[config.mk]
export PLATFORM = sky130hd
export DESIGN_NAME = source_code_token_lexer
export DESIGN_NICKNAME = d
export VERILOG_FILES = /design/src/rtl/sctl_pkg.sv /design/src/rtl/sctl_decode.sv /design/src/rtl/source_code_token_lexer.sv
export VERILOG_INCLUDE_DIRS = /design/src /design/src/rtl
export SDC_FILE = /design/constraint.sdc
export NUM_CORES = 1
export LEC_CHECK = 0
export ABC_AREA = 1
export BUFFER_PORTS_ARGS = -buffer_cell sky130_fd_sc_hd__buf_2
export CORE_MARGIN = 2
export CORE_UTILIZATION = 50
export DETAILED_ROUTE_END_ITERATION = 10
export GPL_TIMING_DRIVEN = 0
export PLACE_DENSITY = 0.67
export SYNTH_ARGS = -nofsm -noshare
export SYNTH_HDL_FRONTEND = slang
export SYNTH_HIERARCHICAL = 1
export SYNTH_SLANG_ARGS = --single-unit
[constraint.sdc]
create_clock -name clk -period 4.95 [get_ports clk]
set_clock_uncertainty 0.15 [all_clocks]
set_input_delay 1.485 -clock clk [delete_from_list [all_inputs] [get_ports clk]]
set_output_delay 1.485 -clock clk [all_outputs]
set_load 0.005 [all_outputs]
[src/rtl/source_code_token_lexer_macros.svh]
// Assertion macros shared by the token lexer RTL.
// Expects clk and arst_n to be visible where a macro is used.
`ifndef SOURCE_CODE_TOKEN_LEXER_MACROS_SVH
`define SOURCE_CODE_TOKEN_LEXER_MACROS_SVH

// same-cycle implication
`define SCTL_ASSERT_IMP(name, ante, cons) \
	name: assert property (@(posedge clk) disable iff (!arst_n) (ante) |-> (cons)) \
	else $error("sctl: same-cycle check failed");

// next-cycle implication
`define SCTL_ASSERT_NXT(name, ante, cons) \
	name: assert property (@(posedge clk) disable iff (!arst_n) (ante) |=> (cons)) \
	else $error("sctl: next-cycle check failed");

`endif

[src/rtl/sctl_pkg.sv]
// Types, constants and character classes for the token lexer.
// No dependencies; used by sctl_decode and source_code_token_lexer.
package sctl_pkg;

	localparam int MaxResults = 5;
	localparam int CntW       = $clog2(MaxResults + 1);

	typedef enum logic [2:0] {
		MODE_BETWEEN = 3'd0,
		MODE_IDENT   = 3'd1,
		MODE_NUMBER  = 3'd2,
		MODE_LINE    = 3'd3,
		MODE_BLOCK   = 3'd4,
		MODE_STRING  = 3'd5,
		MODE_CHAR    = 3'd6
	} lex_mode_t;

	localparam logic [1:0] KIND_IDENT  = 2'd0;
	localparam logic [1:0] KIND_NUMBER = 2'd1;
	localparam logic [1:0] KIND_SYMBOL = 2'd2;
	localparam logic [1:0] KIND_END    = 2'd3;

	localparam logic [7:0] CH_NL     = 8'h0A;
	localparam logic [7:0] CH_DQUOTE = 8'h22;
	localparam logic [7:0] CH_SQUOTE = 8'h27;
	localparam logic [7:0] CH_STAR   = 8'h2A;
	localparam logic [7:0] CH_DOT    = 8'h2E;
	localparam logic [7:0] CH_SLASH  = 8'h2F;
	localparam logic [7:0] CH_BSLASH = 8'h5C;
	localparam logic [7:0] CH_USCORE = 8'h5F;

	// words emitted for string and character literals
	localparam logic [2:0][7:0] STR_WORD = {"r", "t", "s"};
	localparam logic [2:0][7:0] CHR_WORD = {"r", "h", "c"};

	typedef struct packed {
		logic [7:0] char_byte;
		logic       end_of_text;
	} in_beat_t;

	typedef struct packed {
		logic [1:0] token_kind;
		logic [7:0] char_code;
		logic       token_start;
		logic       last_of_run;
	} out_beat_t;

	typedef struct packed {
		logic [1:0] kind;
		logic [7:0] code;
		logic       start;
	} res_t;

	typedef struct packed {
		lex_mode_t mode;
		logic      slash_held;
		logic      star_seen;
		logic      escape_pending;
	} lex_state_t;

	typedef struct packed {
		res_t [MaxResults-1:0] res;
		logic [CntW-1:0]       count;
	} decode_t;

	localparam lex_state_t LexReset = '{
		mode: MODE_BETWEEN, slash_held: 1'b0, star_seen: 1'b0, escape_pending: 1'b0
	};
	localparam res_t SlashSym = '{kind: KIND_SYMBOL, code: CH_SLASH, start: 1'b1};
	localparam res_t EndTok   = '{kind: KIND_END, code: 8'h00, start: 1'b1};

	function automatic logic is_space(input logic [7:0] c);
		return (c == 8'h20) || (c >= 8'd9 && c <= 8'd13);
	endfunction

	function automatic logic is_alpha(input logic [7:0] c);
		return (c >= "a" && c <= "z") || (c >= "A" && c <= "Z");
	endfunction

	function automatic logic is_digit(input logic [7:0] c);
		return c >= "0" && c <= "9";
	endfunction

endpackage

[src/rtl/sctl_decode.sv]
// Per-byte lexer decision: next state and the list of tokens one byte causes.
// Purely combinational; depends on sctl_pkg.
module sctl_decode (
	input  sctl_pkg::lex_state_t cur,
	input  sctl_pkg::in_beat_t   beat,
	output sctl_pkg::lex_state_t nxt,
	output sctl_pkg::decode_t    dec
);
	import sctl_pkg::*;

	always_comb begin
		lex_state_t            s;
		logic [7:0]            b;
		logic [7:0]            c;
		logic [7:0]            closer;
		logic                  pre;
		logic                  do_plain;
		logic                  post;
		res_t [2:0]            w;
		logic [1:0]            wn;
		res_t [MaxResults-1:0] r;
		logic [CntW-1:0]       n;

		s        = cur;
		b        = beat.char_byte;
		c        = (b >= "A" && b <= "Z") ? b + 8'd32 : b;
		closer   = CH_DQUOTE;
		pre      = 1'b0;
		do_plain = 1'b0;
		w        = '0;
		wn       = 2'd0;

		unique case (cur.mode)
			MODE_LINE: begin
				if (b == CH_NL) s.mode = MODE_BETWEEN;
			end
			MODE_BLOCK: begin
				if (cur.star_seen && b == CH_SLASH) begin
					s.mode      = MODE_BETWEEN;
					s.star_seen = 1'b0;
				end else begin
					s.star_seen = (b == CH_STAR);
				end
			end
			MODE_STRING, MODE_CHAR: begin
				closer = (cur.mode == MODE_STRING) ? CH_DQUOTE : CH_SQUOTE;
				if (cur.escape_pending) s.escape_pending = 1'b0;
				else if (b == CH_BSLASH) s.escape_pending = 1'b1;
				else if (b == closer) s.mode = MODE_BETWEEN;
			end
			default: begin
				// unused mode code falls back to between tokens
				if (cur.mode != MODE_IDENT && cur.mode != MODE_NUMBER) s.mode = MODE_BETWEEN;
				if (cur.slash_held) begin
					s.slash_held = 1'b0;
					if (b == CH_SLASH) begin
						s.mode = MODE_LINE;
					end else if (b == CH_STAR) begin
						s.mode      = MODE_BLOCK;
						s.star_seen = 1'b0;
					end else begin
						pre      = 1'b1;
						s.mode   = MODE_BETWEEN;
						do_plain = 1'b1;
					end
				end else begin
					do_plain = 1'b1;
				end
			end
		endcase

		if (do_plain) begin
			if (c == CH_SLASH) begin
				s.slash_held = 1'b1;
				s.mode       = MODE_BETWEEN;
			end else if (c == CH_DQUOTE || c == CH_SQUOTE) begin
				for (int k = 0; k < 3; k++) begin
					w[k] = '{kind: KIND_IDENT,
						code: (c == CH_DQUOTE) ? STR_WORD[k] : CHR_WORD[k],
						start: (k == 0)};
				end
				wn               = 2'd3;
				s.mode           = (c == CH_DQUOTE) ? MODE_STRING : MODE_CHAR;
				s.escape_pending = 1'b0;
			end else if (is_space(c)) begin
				s.mode = MODE_BETWEEN;
			end else if (s.mode == MODE_IDENT &&
				(is_alpha(c) || is_digit(c) || c == CH_USCORE)) begin
				w[0] = '{kind: KIND_IDENT, code: c, start: 1'b0};
				wn   = 2'd1;
			end else if (s.mode == MODE_NUMBER &&
				(is_alpha(c) || is_digit(c) || c == CH_DOT)) begin
				wn = 2'd0;
			end else if (is_alpha(c) || c == CH_USCORE) begin
				w[0]   = '{kind: KIND_IDENT, code: c, start: 1'b1};
				wn     = 2'd1;
				s.mode = MODE_IDENT;
			end else if (is_digit(c)) begin
				w[0]   = '{kind: KIND_NUMBER, code: 8'h00, start: 1'b1};
				wn     = 2'd1;
				s.mode = MODE_NUMBER;
			end else begin
				w[0]   = '{kind: KIND_SYMBOL, code: c, start: 1'b1};
				wn     = 2'd1;
				s.mode = MODE_BETWEEN;
			end
		end

		post = beat.end_of_text && s.slash_held;
		if (beat.end_of_text) s = LexReset;

		// pack the results in emission order
		r = '0;
		n = '0;
		if (pre) begin
			r[n] = SlashSym;
			n    = n + CntW'(1);
		end
		for (int k = 0; k < 3; k++) begin
			if (k < int'(wn) && n < CntW'(MaxResults)) begin
				r[n] = w[k];
				n    = n + CntW'(1);
			end
		end
		if (post && n < CntW'(MaxResults)) begin
			r[n] = SlashSym;
			n    = n + CntW'(1);
		end
		if (beat.end_of_text && n < CntW'(MaxResults)) begin
			r[n] = EndTok;
			n    = n + CntW'(1);
		end

		nxt       = s;
		dec.res   = r;
		dec.count = n;
	end

endmodule

[src/rtl/source_code_token_lexer.sv]
// Top level of the streaming source lexer: input register, decode, result buffer.
// Depends on sctl_pkg, sctl_decode and source_code_token_lexer_macros.svh.
//
// Source bytes arrive on the byte channel (byte_valid/byte_stall/byte_data),
// one byte per beat; end_of_text marks the last byte of a text. Tokens leave on
// the tok channel (tok_valid/tok_stall/tok_data), one result per beat.
// An accepted byte waits in the input register until the result buffer is free,
// is then decoded against the lexer state and its results (zero to five) are
// loaded into the result buffer, from which the first result is offered.
// While tok_stall is low the result buffer drains one beat per cycle, and bytes
// giving zero or one result sustain one per cycle.
// While the buffer drains, the input register still takes one more byte.
// When tok_stall is high the offered result holds and the input side stalls once
// the input register is full. Reset empties both registers and puts the lexer
// between tokens with no held slash, no pending star and no pending escape.
// End of text flushes a held slash, appends an end marker and clears the state.
module source_code_token_lexer (
	input  logic                clk,
	input  logic                arst_n,
	input  logic                byte_valid,
	output logic                byte_stall,
	input  sctl_pkg::in_beat_t  byte_data,
	output logic                tok_valid,
	input  logic                tok_stall,
	output sctl_pkg::out_beat_t tok_data
);
	import sctl_pkg::*;
	`include "source_code_token_lexer_macros.svh"

	logic            valid_s1;
	in_beat_t        byte_s1;
	lex_state_t      state_q;
	lex_state_t      state_nxt;
	decode_t         dec;
	res_t            ents_q [MaxResults];
	logic [CntW-1:0] cnt_q;
	logic [CntW-1:0] idx_q;
	logic            take;
	logic            drain_done;
	logic            buf_free;
	logic            s1_move;
	logic            accept;

	sctl_decode u_decode (
		.cur  (state_q),
		.beat (byte_s1),
		.nxt  (state_nxt),
		.dec  (dec)
	);

	assign tok_valid  = (cnt_q != '0);
	assign take       = tok_valid && !tok_stall;
	assign drain_done = take && (idx_q == cnt_q - CntW'(1));
	assign buf_free   = !tok_valid || drain_done;
	assign s1_move    = valid_s1 && buf_free;
	assign byte_stall = valid_s1 && !buf_free;
	assign accept     = byte_valid && !byte_stall;

	assign tok_data.token_kind  = ents_q[idx_q].kind;
	assign tok_data.char_code   = ents_q[idx_q].code;
	assign tok_data.token_start = ents_q[idx_q].start;
	assign tok_data.last_of_run = (idx_q == cnt_q - CntW'(1));

	always_ff @(posedge clk or negedge arst_n) begin
		if (!arst_n) begin
			valid_s1 <= 1'b0;
		end else if (accept) begin
			valid_s1 <= 1'b1;
		end else if (s1_move) begin
			valid_s1 <= 1'b0;
		end
	end

	always_ff @(posedge clk) begin
		if (accept) byte_s1 <= byte_data;
	end

	always_ff @(posedge clk or negedge arst_n) begin
		if (!arst_n) begin
			state_q <= LexReset;
			cnt_q   <= '0;
			idx_q   <= '0;
		end else if (s1_move) begin
			state_q <= state_nxt;
			cnt_q   <= dec.count;
			idx_q   <= '0;
		end else if (drain_done) begin
			cnt_q <= '0;
			idx_q <= '0;
		end else if (take) begin
			idx_q <= idx_q + CntW'(1);
		end
	end

	always_ff @(posedge clk) begin
		if (s1_move) begin
			for (int k = 0; k < MaxResults; k++) ents_q[k] <= dec.res[k];
		end
	end

	`SCTL_ASSERT_IMP(a_idx_in_range, tok_valid, idx_q < cnt_q)
	`SCTL_ASSERT_IMP(a_cnt_bounded, 1'b1, cnt_q <= CntW'(MaxResults))
	`SCTL_ASSERT_IMP(a_stall_needs_full, byte_stall, valid_s1 && tok_valid)
	`SCTL_ASSERT_NXT(a_end_clears_state, s1_move && byte_s1.end_of_text, state_q == LexReset)
	`SCTL_ASSERT_NXT(a_end_marker_last, s1_move && byte_s1.end_of_text,
		tok_valid && ents_q[cnt_q - CntW'(1)].kind == KIND_END)

endmodule

# After elaboration in Yosys (flattened, before gate mapping)
# Memory sizes are Yosys's and may differ from the RTL's.
# Cells that the tools add are included.
dict set report word_totals {
  reg_bits 22
  mem_bits_rw 55
  output_inout_bits 14
  word_cells 212
  n_memories 1
}
dict set report op_classes {
  n_addsub 8
  n_lt_le_gt_ge 28
  n_eq_ne 22
  mux 91
  bitwise 6
  reduce_logical 47
}
# name words word_bits read_ports rd_ports_with_merged_regs write_ports line_no
set mem_list {}
lappend mem_list {ents_q 5 11 1 0 5 source_code_token_lexer.sv:35} ;# res_t ents_q [MaxResults];
# cell count
set ops {}
lappend ops {{2-to-1 mux 55 bit} 5}
lappend ops {{bitwise mux 55 bit} 3}
lappend ops {{demux 11 bit (select 3 bit)} 5}
lappend ops {{2-to-1 mux 11 bit} 12}
lappend ops {{2-to-1 mux 3 bit} 25}
lappend ops {{2-to-1 mux 33 bit} 2}
lappend ops {{== test 8 x 6 -> 1 bit, second input constant} 7}
lappend ops {{bitwise AND 40 bit} 1}
lappend ops {{inverter 40 bit} 1}
lappend ops {{bitwise OR 35 bit} 1}
lappend ops {{logical AND 1 bit} 25}
lappend ops {{>= comparator 8 x 7 -> 1 bit, second input constant} 3}
lappend ops {{<= comparator 8 x 7 -> 1 bit, second input constant} 3}
lappend ops {{2-to-1 mux 1 bit} 23}
lappend ops {{bitwise AND 20 bit} 1}
lappend ops {{inverter 20 bit} 1}
lappend ops {{2-to-1 mux 19 bit} 1}
lappend ops {{== test 8 x 7 -> 1 bit, second input constant} 2}
lappend ops {{< comparator 3 x 4 -> 1 bit, second input constant} 4}
lappend ops {{adder 3 x 1 -> 3 bit, second input constant} 5}
lappend ops {{2-to-1 mux 5 bit} 3}
lappend ops {{bitwise OR 15 bit} 1}
lappend ops {{2-to-1 mux 2 bit} 7}
lappend ops {{>= comparator 3 x 1 -> 1 bit, second input constant} 4}
lappend ops {{36 further kinds} 57}

# Depth between registers and ports, before layout
# Gate-level depths: netlist of run 1.
dict set report logic_depth {
  depth_word 34
  mapped_depth 34
}

# Cells and area by module
# Netlist of run 1, hierarchy kept.
# mod n_inst cells_per_inst area_per_inst_um2 seq_area_each_um2
set modules_own_cells {}
lappend modules_own_cells {source_code_token_lexer 1 255 3140.5 2247.2}
lappend modules_own_cells {sctl_decode 1 403 2047.0 0.0}

# Worst setup path before layout of run 1
# No wires, ideal clock.
dict set report synth_timing {
  kind {reg2reg}
  from {register byte_s1[1] (netlist bit)}
  to {register cnt_q[2]}
  setup_ns 0.117
  arrival_ns 3.794
  setup_slack_ns 0.889
  path_stages_with_launch 31
  path_buffers 0
  period_less_slack_ns 4.061
  cell_sequence {edfxtp_1 nor2_1 nand2_1 nand3b_1 nand2_1 nand2_2 nand2_1 nand2_2 nor2_8 and2_4 nand2_1 nand3_1 nand2_1 nand2_1 nor2_2 inv_1 fa_1 inv_1 nor2_2 nand2_1 nand2_1 a21oi_1 inv_2 nand2_2 nand2_2 ha_1 xor2_1 nand2_1 nand2_1 nand3_2 nand2_1}
}
# element line_no
set synth_rtl {}
lappend synth_rtl {{from (decl)} source_code_token_lexer.sv:31} ;# in_beat_t byte_s1;
lappend synth_rtl {{from (signal assigned)} source_code_token_lexer.sv:75} ;# if (accept) byte_s1 <= byte_data;
lappend synth_rtl {{to (signal assigned)} source_code_token_lexer.sv:85} ;# cnt_q <= dec.count;
lappend synth_rtl {{to (decl)} source_code_token_lexer.sv:36} ;# logic [CntW-1:0] cnt_q;

==> summary.txt, run 1 <==
Slew @ Worst Pin: 0.564 ns
PnR worst setup slack: 0.427 ns
first-pass GRT wire length: 19900 um
Area after DPL: 0.00553 mm^2
setup violators final: 0
CP startpoint: byte_s1[3]
largest net degree at the start of global routing: 47
CTS Buf Count: 9
clock share of power: 19.5%
Starting Density: 50.9%
Crit path required time: 5.06 ns
clock buffer depth: 2
Worst R2R Start: byte_s1[3]
Tcrit/Tclk final: 91.4%
# nets final: 725
Routed Antenna Nets: 0
pwr/cell area: 514 mW/mm^2
Synth cell types: 47
Placed Cells: 826
die extent in y: 106 um
clock latency at the later pin of the worst-skew pair: 0.36 ns
drt drc: 0
flop and latch count out of synthesis: 77
initial antenna violation count: 0
Max-Cap Viols: 0
Met1 Routed Length: 5440 um
CTS H-tree depth: 3
Design Area, Final: 0.00579 mm^2
vias per cell: 5.21
slowest stage delay, CP: 0.51 ns
critical-path maximum fanout: 6
Int Power: 1.80 mW
Hold WC Path Type: flip-flop to flip-flop
GPL Wtd Cong: 0.916
Root Driver: clkbuf_8
Die Wd: 106 um
fill cell count: 972
most used cell along the critical path: nand2_1
Netlist Area Pre-Place: 0.00519 mm^2
routed length on met2: 5560 um
max frequency: 221 MHz
crit path DAT: 4.64 ns
DIE AREA: 0.0112 mm^2
CP Class: flip-flop to flip-flop
vias in the first global route: 4218
final hold vios: 0
combinational fraction of design power: 42.7%
Clock Pin Slew Worst Setup and Hold Paths: 0.08 ns
slowest CP cell: edfxtp_1
top layer in use: met4
RSZ-0062 raised after global routing: no
worst slack at placement: 0.285 ns
min-delay src: state_q[2]
met3 routed WL: 449 um
number of diodes: 0
crit end category: flip-flop
PortBufs: 26
Sw Pwr: 1.17 mW
Leak Pwr: 2.80 nW
part of the power in registers: 37.8%
number of synthesized flops with an enable pin: 64
Final Slew Violations: 0
CTS Sinks: 77
Post-CTS Hold Buffers: 0
post-synthesis sequential area ratio: 43.3%
placeable core area: 0.0102 mm^2
placed wire-length estimate: 9150 um
CP startpoint kind: flip-flop
FFs w/ async S/R, synth: 16.9%
Syn Area/Cell: 7.88 um^2
post-route insts no fill: 842
DRT Pass-1 Iters: 5
grt ovf: 0
synthesized instance count: 658
Synth Warn #: 6
I/O pins: 27
CTS tree: done
DR WL/cell: 14.1 um
GRT Overall Usage: 22.7%
Area growth syn-to-layout: 11.5%
num rows: 37
via count: 4391
share of cells above drive strength 1: 19.3%
status: finished, final reports clean
maximum VDD drop: 0.289 mV
Tmin final: 4.52 ns
Iter 0 DRT Violations: 438
top_reg_cell synth: edfxtp_1
Fin Setup TNS: 0 ns
final WL: 11800 um
Slew headroom: 62.4%
Sw Ratio: 39.5%
-- cells by family after synthesis --
logic type / count (synthesis) / synth area share (%)
fa+ha+maj: 10 / 2.56
other cells: 1 / 0.0723
compound gates: 82 / 9.72
flops: 77 / 43.3
xor+xnor: 2 / 0.338
simple gates: 370 / 34.1
buf+inv: 116 / 9.89
-- cells in the final DEF, fill, tap and decap left out, types with 7 or more instances in the layout --
| cell type | Yosys | routed |
|---|---|---|
| a21oi_1 | 11 | 10 |
| a31oi_1 | 13 | 13 |
| buf_2 | 4 | 30 |
| buf_4 | 13 | 14 |
| clkbuf_1 | 7 | 7 |
| clkbuf_8 | 0 | 9 |
| dfrtp_1 | 13 | 13 |
| edfxtp_1 | 64 | 64 |
| ha_1 | 9 | 9 |
| inv_1 | 77 | 76 |
| inv_2 | 13 | 14 |
| nand2_1 | 158 | 158 |
| nand2_2 | 17 | 17 |
| nand3_1 | 33 | 33 |
| nand3_2 | 13 | 13 |
| nand4_1 | 9 | 9 |
| nor2_1 | 106 | 105 |
| nor2_4 | 6 | 7 |
| nor3_1 | 8 | 8 |
| o21ai_0 | 33 | 33 |
-- cell type report --
class | count | area [um^2] | area share, %
Multi-Input combinational cell | 470 | 2460 | 42.6
Tap cell | 136 | 170 | 2.94
Inverter | 90 | 338 | 5.84
Clock buffer | 9 | 124 | 2.14
Buffer | 26 | 175 | 3.03
Clock inverter | 6 | 111 | 1.92
Timing Repair Buffer | 28 | 158 | 2.72
Sequential cell | 77 | 2250 | 38.8
-- critical path: cells and delay by family (launching register included) --
family / cells / cell delay (ns)
xor+xnor: 1 / 0.16
simple gates: 23 / 2.32
compound gates: 1 / 0.17
flops: 1 / 0.51
fa+ha+maj: 2 / 0.73
buf+inv: 3 / 0.37
-- path summary, 6_finish.rpt --
| path | endpoint | cells past startpoint | slack, ns |
|---|---|---|---|
| max in group asynchronous | idx_q[1] | 1 | 3.57 |
| min reg2reg | state_q[2] | 2 | 0.33 |
| min in group asynchronous | state_q[1] | 1 | 0.85 |
| max reg2reg | cnt_q[2] | 30 | 0.43 |
| max | cnt_q[2] | 30 | 0.43 |
| min | state_q[2] | 2 | 0.33 |
-- power groups by stage --
stage	combinational (mW)	sequential [mW]	clock [mW]
final	1.27	1.13	0.579
after CTS	1.27	1.13	0.590
after floorplan	0.906	1.12	0
after global routing	1.44	1.15	0.615
after global placement	1.21	1.15	0
after detailed placement	1.26	1.14	0
-- synth_stat cells, drive strengths merged (3+ instances only) --
| cell | n | area [um^2] |
|---|---|---|
| dfrtp | 13 | 325 |
| nand2 | 181 | 767 |
| nand4 | 9 | 56.3 |
| buf | 19 | 149 |
| edfxtp | 64 | 1920 |
| o21ai | 35 | 175 |
| a31oi | 13 | 81.3 |
| o211ai | 5 | 37.5 |
| o22ai | 3 | 18.8 |
| ha | 9 | 113 |
| a22oi | 3 | 22.5 |
| inv | 90 | 338 |
| nand3 | 48 | 330 |
| nor3 | 11 | 76.3 |
| nor2 | 117 | 510 |
| a21oi | 13 | 72.6 |
| clkbuf | 7 | 26.3 |
-- stage by stage --
| stage | power [mW] | util, % | hold slack, ns |
|---|---|---|---|
| after global placement | 2.36 | 54.1 | 0.312 |
| after CTS | 2.99 | 56.6 | 0.340 |
| after global routing | 3.21 | 56.8 | 0.373 |
| after floorplan | 2.03 | - | 0.292 |
| after detailed placement | 2.41 | 54.3 | 0.320 |
| final | 2.98 | 56.8 | 0.331 |
-- repair_timing --
item	4_1_cts	5_1_grt
endpoints found under the setup margin	0	35
resized for setup	0	4
buffers inserted	0	1
-- per-layer routing --
| metal | GRT usage, % | vias to the layer above |
|---|---|---|
| li1 | - | 2224 |
| met3 | 2.78 | 25 |
| met2 | 38.2 | 110 |
| met4 | 10.6 | 0 |
| met1 | 29.1 | 2032 |
| met5 | 0 | - |
-- flip-flops by register name (all words and copies together), names as in the netlist --
name      count
ents_q       55
byte_s1       9
state_q       6
cnt_q         3
idx_q         3
valid_s1      1
Power figures use the tool's default switching activity.
==> inputs of run 2 (changes only) <==
Settings changed: ABC_AREA 1 to 0, CORE_ASPECT_RATIO set to 2.
==> run 2 against run 1 <==
Net effect: largest cell class unchanged; highest routed layer unchanged; via count is 1.9% lower; worst hold slack better by 0.024 ns; sequential share of layout area is 2.2 points lower.
==> summary.txt, run 2 <==
max FFs per register: 55
drt drc: 0
I/O pins: 27
Starting Density: 51.4%
main area contributors after synthesis: edfxtp_1 (37%), dfrtp_1 (6.3%), mux4_2 (4.8%)
worst slack at placement: -0.729 ns
Slew @ Worst Pin: 0.841 ns
final hold vios: 0
vias in the first global route: 4279
number of synthesized flops with an enable pin: 64
first-pass GRT wire length: 22400 um
DRT Pass-1 Iters: 7
DIE AREA: 0.0112 mm^2
num rows: 52
Slew headroom: 43.7%
Synth top area share: 37.1%
fill cell count: 848
CTS Buf Count: 9
CTS Sinks: 77
Leak Pwr: 2.33 nW
placeable core area: 0.0101 mm^2
Clock Pin Slew Worst Setup and Hold Paths: 0.06 ns
vias per cell: 6.24
Root Driver: clkbuf_16
Routed Antenna Nets: 0
synth cell count leaders: edfxtp_1 (64), a21oi_1 (35), nor2_1 (35)
CTS tree: done
register area: 0.00225 mm^2
clock latency at the later pin of the worst-skew pair: 0.34 ns
most common cell after layout, fill and taps aside: edfxtp_1
Fin Setup TNS: 0 ns
maximum VDD drop: 0.384 mV
GPL Wtd Cong: 0.963
CTS H-tree depth: 3
crit end category: flip-flop
die extent in y: 148 um
GRT Overall Usage: 26.7%
Final Power: 3.42 mW
Synth Warn #: 6
slowest CP cell: or4_4
Iter 0 DRT Violations: 363
Tmin final: 4.94 ns
flop and latch count out of synthesis: 77
via count: 4306
slowest stage delay, CP: 0.54 ns
number of diodes: 0
top-count cell post-synth: edfxtp_1
Syn Area/Cell: 10.6 um^2
Biggest register: ents_q
Placed Cells: 657
setup violators final: 0
RSZ-0062 raised after global routing: yes
area leader, netlist: edfxtp_1
CP startpoint kind: flip-flop
top_reg_cell synth: edfxtp_1
status: finished, final reports clean
Hold WC Path Type: flip-flop to flip-flop
grt ovf: 0
crit path DAT: 5.00 ns
# nets final: 573
Synth cell types: 90
Die Wd: 76.0 um
PnR worst setup slack: 0.0138 ns
biggest regs: ents_q: 55 flops, byte_s1: 9 flops, state_q: 6 flops
area occupied by multi-input gates: 0.00279 mm^2
initial antenna violation count: 0
share of cells above drive strength 1: 32.1%
DR WL/cell: 21.5 um
Post-CTS Hold Buffers: 0
clock buffer depth: 2
Max-Cap Viols: 0
CP Cell Sequence: buf_6, or4_4, buf_6, o221a_2, a21oi_4, a32oi_4, a2111o_1, nor2b_1, buf_6, inv_2, fa_2, buf_8, xnor2_2, xor2_2, inv_2, ha_1, a21oi_1, a31oi_1, a22o_1, o31a_1
final WL: 14800 um
PortBufs: 26
CP Class: flip-flop to flip-flop
Tcrit/Tclk final: 99.7%
critical-path maximum fanout: 7
Crit path required time: 5.02 ns
largest net degree at the start of global routing: 64
placed wire-length estimate: 11400 um
most frequent cells in the layout: edfxtp_1 (64), nor2_1 (34), buf_2 (33), nand2_1 (33), a21oi_1 (33)
FFs w/ async S/R, synth: 16.9%
post-route insts no fill: 690
Area growth syn-to-layout: 18.4%
Final Slew Violations: 0
most used cell along the critical path: buf_6
synthesized instance count: 490
post-synthesis sequential area ratio: 43.4%
max frequency: 203 MHz
pwr/cell area: 557 mW/mm^2
Netlist Area Pre-Place: 0.00518 mm^2
## run 2: cell count changes in the layout (fill, tap and decap cells not counted), sizes merged, moves of 10 or more
cell,previous run,this run
a21oi,13,36
buf,47,72
inv,91,22
mux2,0,17
mux4,0,11
nand2,181,35
nand3,48,17
nor2,117,37
nor2b,0,10
## run 2: final cells by class
| cell class | instances | area share, % |
|---|---|---|
| clock inverters | 7 | 1.31 |
| well taps | 135 | 2.75 |
| clock buffers | 9 | 3.67 |
| multi-input cells | 357 | 45.4 |
| inverters | 19 | 1.33 |
| flip-flops and latches | 77 | 36.6 |
| repair buffers | 45 | 4.45 |
| plain buffers | 41 | 4.45 |
## run 2: final timing paths
path                             from         end  slack, ns  cells after the start
min reg2reg                  cnt_q[1]    cnt_q[1]       0.35                      1
max reg2reg                byte_s1[3]    cnt_q[2]       0.01                     20
min                          cnt_q[1]    cnt_q[1]       0.35                      1
max                        byte_s1[3]    cnt_q[2]       0.01                     20
max in group asynchronous      arst_n  state_q[1]       3.47                      1
min in group asynchronous      arst_n    valid_s1       0.91                      1
## run 2: through the flow
step / utilization, % / cell area (um^2) / hold WS, ns
detailed placement: 54.6 / 5510 / 0.332
CTS: 59.9 / 6040 / 0.355
finish: 60.8 / 6140 / 0.355
global placement: 54.5 / 5500 / 0.338
global route: 60.8 / 6140 / 0.379
floorplan: - / 5200 / 0.316
## run 2: metal layers
metal | track usage [%] | vias to the layer above | part of all wire (%)
met2 | 51.9 | 196 | 55
met3 | 3.48 | 93 | 3.6
met1 | 23.5 | 2047 | 31
li1 | - | 1970 | -
met4 | 22.7 | 0 | 9.9
met5 | 0 | - | 0
## run 2: worst max-delay path, delay by kind of cell, from the launching register on
family,cells,cell delay (ns)
compound gates,8,1.62
xor+xnor,2,0.52
fa+ha+maj,2,0.70
buf+inv,6,0.75
flops,1,0.38
simple gates,2,0.70
## run 2: cell families (layout without fill, tap and decap cells)
kind of cell	after synthesis	in the layout	share of synthesized area, %
compound gates	135	135	18.6
other cells	1	6	0.0724
fa+ha+maj	10	10	2.56
mux	31	31	9.49
flops	77	77	43.4
buf+inv	61	121	6.28
xor+xnor	11	11	2.29
simple gates	164	164	17.3
## run 2: timing repair
| action | CTS | global route |
|---|---|---|
| hold endpoints to repair | 0 | 0 |
| endpoints found under the setup margin | 45 | 39 |
| pin swaps | 9 | 6 |
| gates resized for setup | 35 | 22 |
| buffers inserted | 14 | 4 |
## run 2: report_power, final
group	leakage, nW	switching, mW	internal (mW)	total, mW
Combinational	1.39	0.920	0.687	1.61
Sequential	0.795	0.0921	1.05	1.14
Clock	0.149	0.271	0.398	0.669
Total	2.33	1.28	2.13	3.41
==> inputs of run 3 (changes only) <==
Settings changed: SETUP_SLACK_MARGIN set to 0.05.
==> run 3 against run 2 <==
Net effect: critical path depth is 5 lower; via count increased by 0.95%; combinational power is essentially flat; sequential power hardly changed; global-route usage grew 0.27 points; die area unchanged; first-iteration DRC count rose by 14%; worst hold slack lost 0.0013 ns; clock power about the same; routed wire length rose by 1.1%; largest power group unchanged; highest routed layer unchanged.
==> summary.txt, run 3 (synthesis gave the netlist of run 2 again) <==
status: finished, final reports clean
Slew headroom: 45.2%
vias in the first global route: 4303
clock share of power: 19.4%
pwr/cell area: 549 mW/mm^2
slowest stage delay, CP: 0.60 ns
Root Driver: clkbuf_16
drt drc: 0
Clock Pin Slew Worst Setup and Hold Paths: 0.06 ns
final core occ: 62.2%
via count: 4347
GPL Wtd Cong: 0.963
Area after DPL: 0.00551 mm^2
largest net degree at the start of global routing: 64
Starting Density: 51.4%
final WL: 15000 um
Iter 0 DRT Violations: 415
Slew @ Worst Pin: 0.818 ns
Max-Cap Viols: 0
CP Cell Sequence: or4_4, buf_6, o211ai_4, nand2_4, a32oi_4, a2111o_1, nor2b_4, inv_4, fa_2, clkinv_4, o41a_4, buf_4, a211oi_2, nor2_1, o21ai_0
DRT Pass-1 Iters: 5
max FFs per register: 55
CTS tree: done
part of the power in registers: 33.0%
Leak Pwr: 2.41 nW
crit end category: flip-flop
CTS Buf Count: 9
die extent in y: 148 um
DIE AREA: 0.0112 mm^2
initial antenna violation count: 0
Sw Ratio: 37.5%
Hold WC Path Type: flip-flop to flip-flop
Tcrit/Tclk final: 97.5%
maximum VDD drop: 0.386 mV
Final Slew Violations: 0
fill cell count: 836
CP Class: flip-flop to flip-flop
Int Power: 2.15 mW
GRT Overall Usage: 27.0%
share of cells above drive strength 1: 33.7%
biggest regs: ents_q: 55 flops, byte_s1: 9 flops, state_q: 6 flops
CTS H-tree depth: 3
# nets final: 585
final hold vios: 0
grt ovf: 0
PortBufs: 26
Fin Setup TNS: 0 ns
most frequent cells in the layout: edfxtp_1 (64), buf_4 (43), nor2_1 (34)
Tmin final: 4.83 ns
placed wire-length estimate: 11400 um
setup violators final: 0
Area growth syn-to-layout: 21.0%
RSZ-0062 raised after global routing: no
num rows: 52
I/O pins: 27
DR WL/cell: 21.3 um
placeable core area: 0.0101 mm^2
CP startpoint kind: flip-flop
Design Area, Final: 0.00627 mm^2
Die Wd: 76.0 um
Post-CTS Hold Buffers: 0
CTS Sinks: 77
clock latency at the later pin of the worst-skew pair: 0.34 ns
first-pass GRT wire length: 22600 um
Crit path required time: 4.91 ns
crit path DAT: 4.79 ns
Biggest register: ents_q
Final Power: 3.45 mW
clock buffer depth: 2
Routed Antenna Nets: 0
max frequency: 207 MHz
Sw Pwr: 1.29 mW
most common cell after layout, fill and taps aside: edfxtp_1
critical-path maximum fanout: 10
number of diodes: 0
vias per cell: 6.19
combinational fraction of design power: 47.6%
slowest CP cell: fa_2
-- run 3: stage by stage --
step                      setup slack (ns)  hold slack, ns  instances
final                                0.122           0.354        702
after global placement              -0.680           0.338        656
after detailed placement            -0.729           0.332        657
after global routing               0.00757           0.379        702
after CTS                          0.00211           0.355        689
after floorplan                      0.188           0.316        495
-- run 3: final cells by class --
| type | count | area [um^2] | area share, % |
|---|---|---|---|
| Multi-Input combinational cell | 357 | 2830 | 45.1 |
| Sequential cell | 77 | 2250 | 35.8 |
| Timing Repair Buffer | 57 | 363 | 5.79 |
| Buffer | 41 | 279 | 4.45 |
| Clock buffer | 9 | 225 | 3.59 |
| Tap cell | 135 | 169 | 2.69 |
| Inverter | 19 | 81.3 | 1.30 |
| Clock inverter | 7 | 80.1 | 1.28 |
-- run 3: worst paths after layout --
path / slack (ns) / cells past startpoint / end / start
min in group asynchronous: 0.91 / 1 / valid_s1 / arst_n
setup / recovery: 0.12 / 15 / ents_q[1][10] / byte_s1[1]
max in group asynchronous: 3.47 / 1 / state_q[1] / arst_n
setup reg to reg: 0.12 / 15 / ents_q[1][10] / byte_s1[1]
hold / removal: 0.35 / 1 / cnt_q[1] / cnt_q[1]
hold reg to reg: 0.35 / 1 / cnt_q[1] / cnt_q[1]
-- run 3: timing repair --
item,CTS,global route
endpoints found under the setup margin,45,37
gates resized for setup,40,24
pin swaps,10,13
setup buffers,16,14
-- run 3: per-layer routing --
layer / GRT usage (%) / vias to the layer above / wire length [um]
li1: - / 1993 / -
met1: 23.9 / 2076 / 4700
met2: 52.0 / 197 / 8380
met3: 3.30 / 81 / 565
met4: 23.7 / 0 / 1320
met5: 0 / - / 0
-- run 3: worst max-delay path: cells and delay by family (launching register included) --
kind | cells | cell delay, ns
AOI/OAI and AO/OA | 6 | 1.92
and+or+nand+nor | 4 | 1.00
adders and majority gates | 1 | 0.60
buffers and inverters | 4 | 0.47
DFF | 1 | 0.43
-- run 3: power by group through the flow --
stage / combinational [mW] / clock, mW / sequential, mW
after floorplan: 1.07 / 0 / 1.11
after global placement: 1.42 / 0 / 1.14
after detailed placement: 1.45 / 0 / 1.16
after CTS: 1.55 / 0.679 / 1.14
after global routing: 1.77 / 0.715 / 1.16
final: 1.64 / 0.667 / 1.14
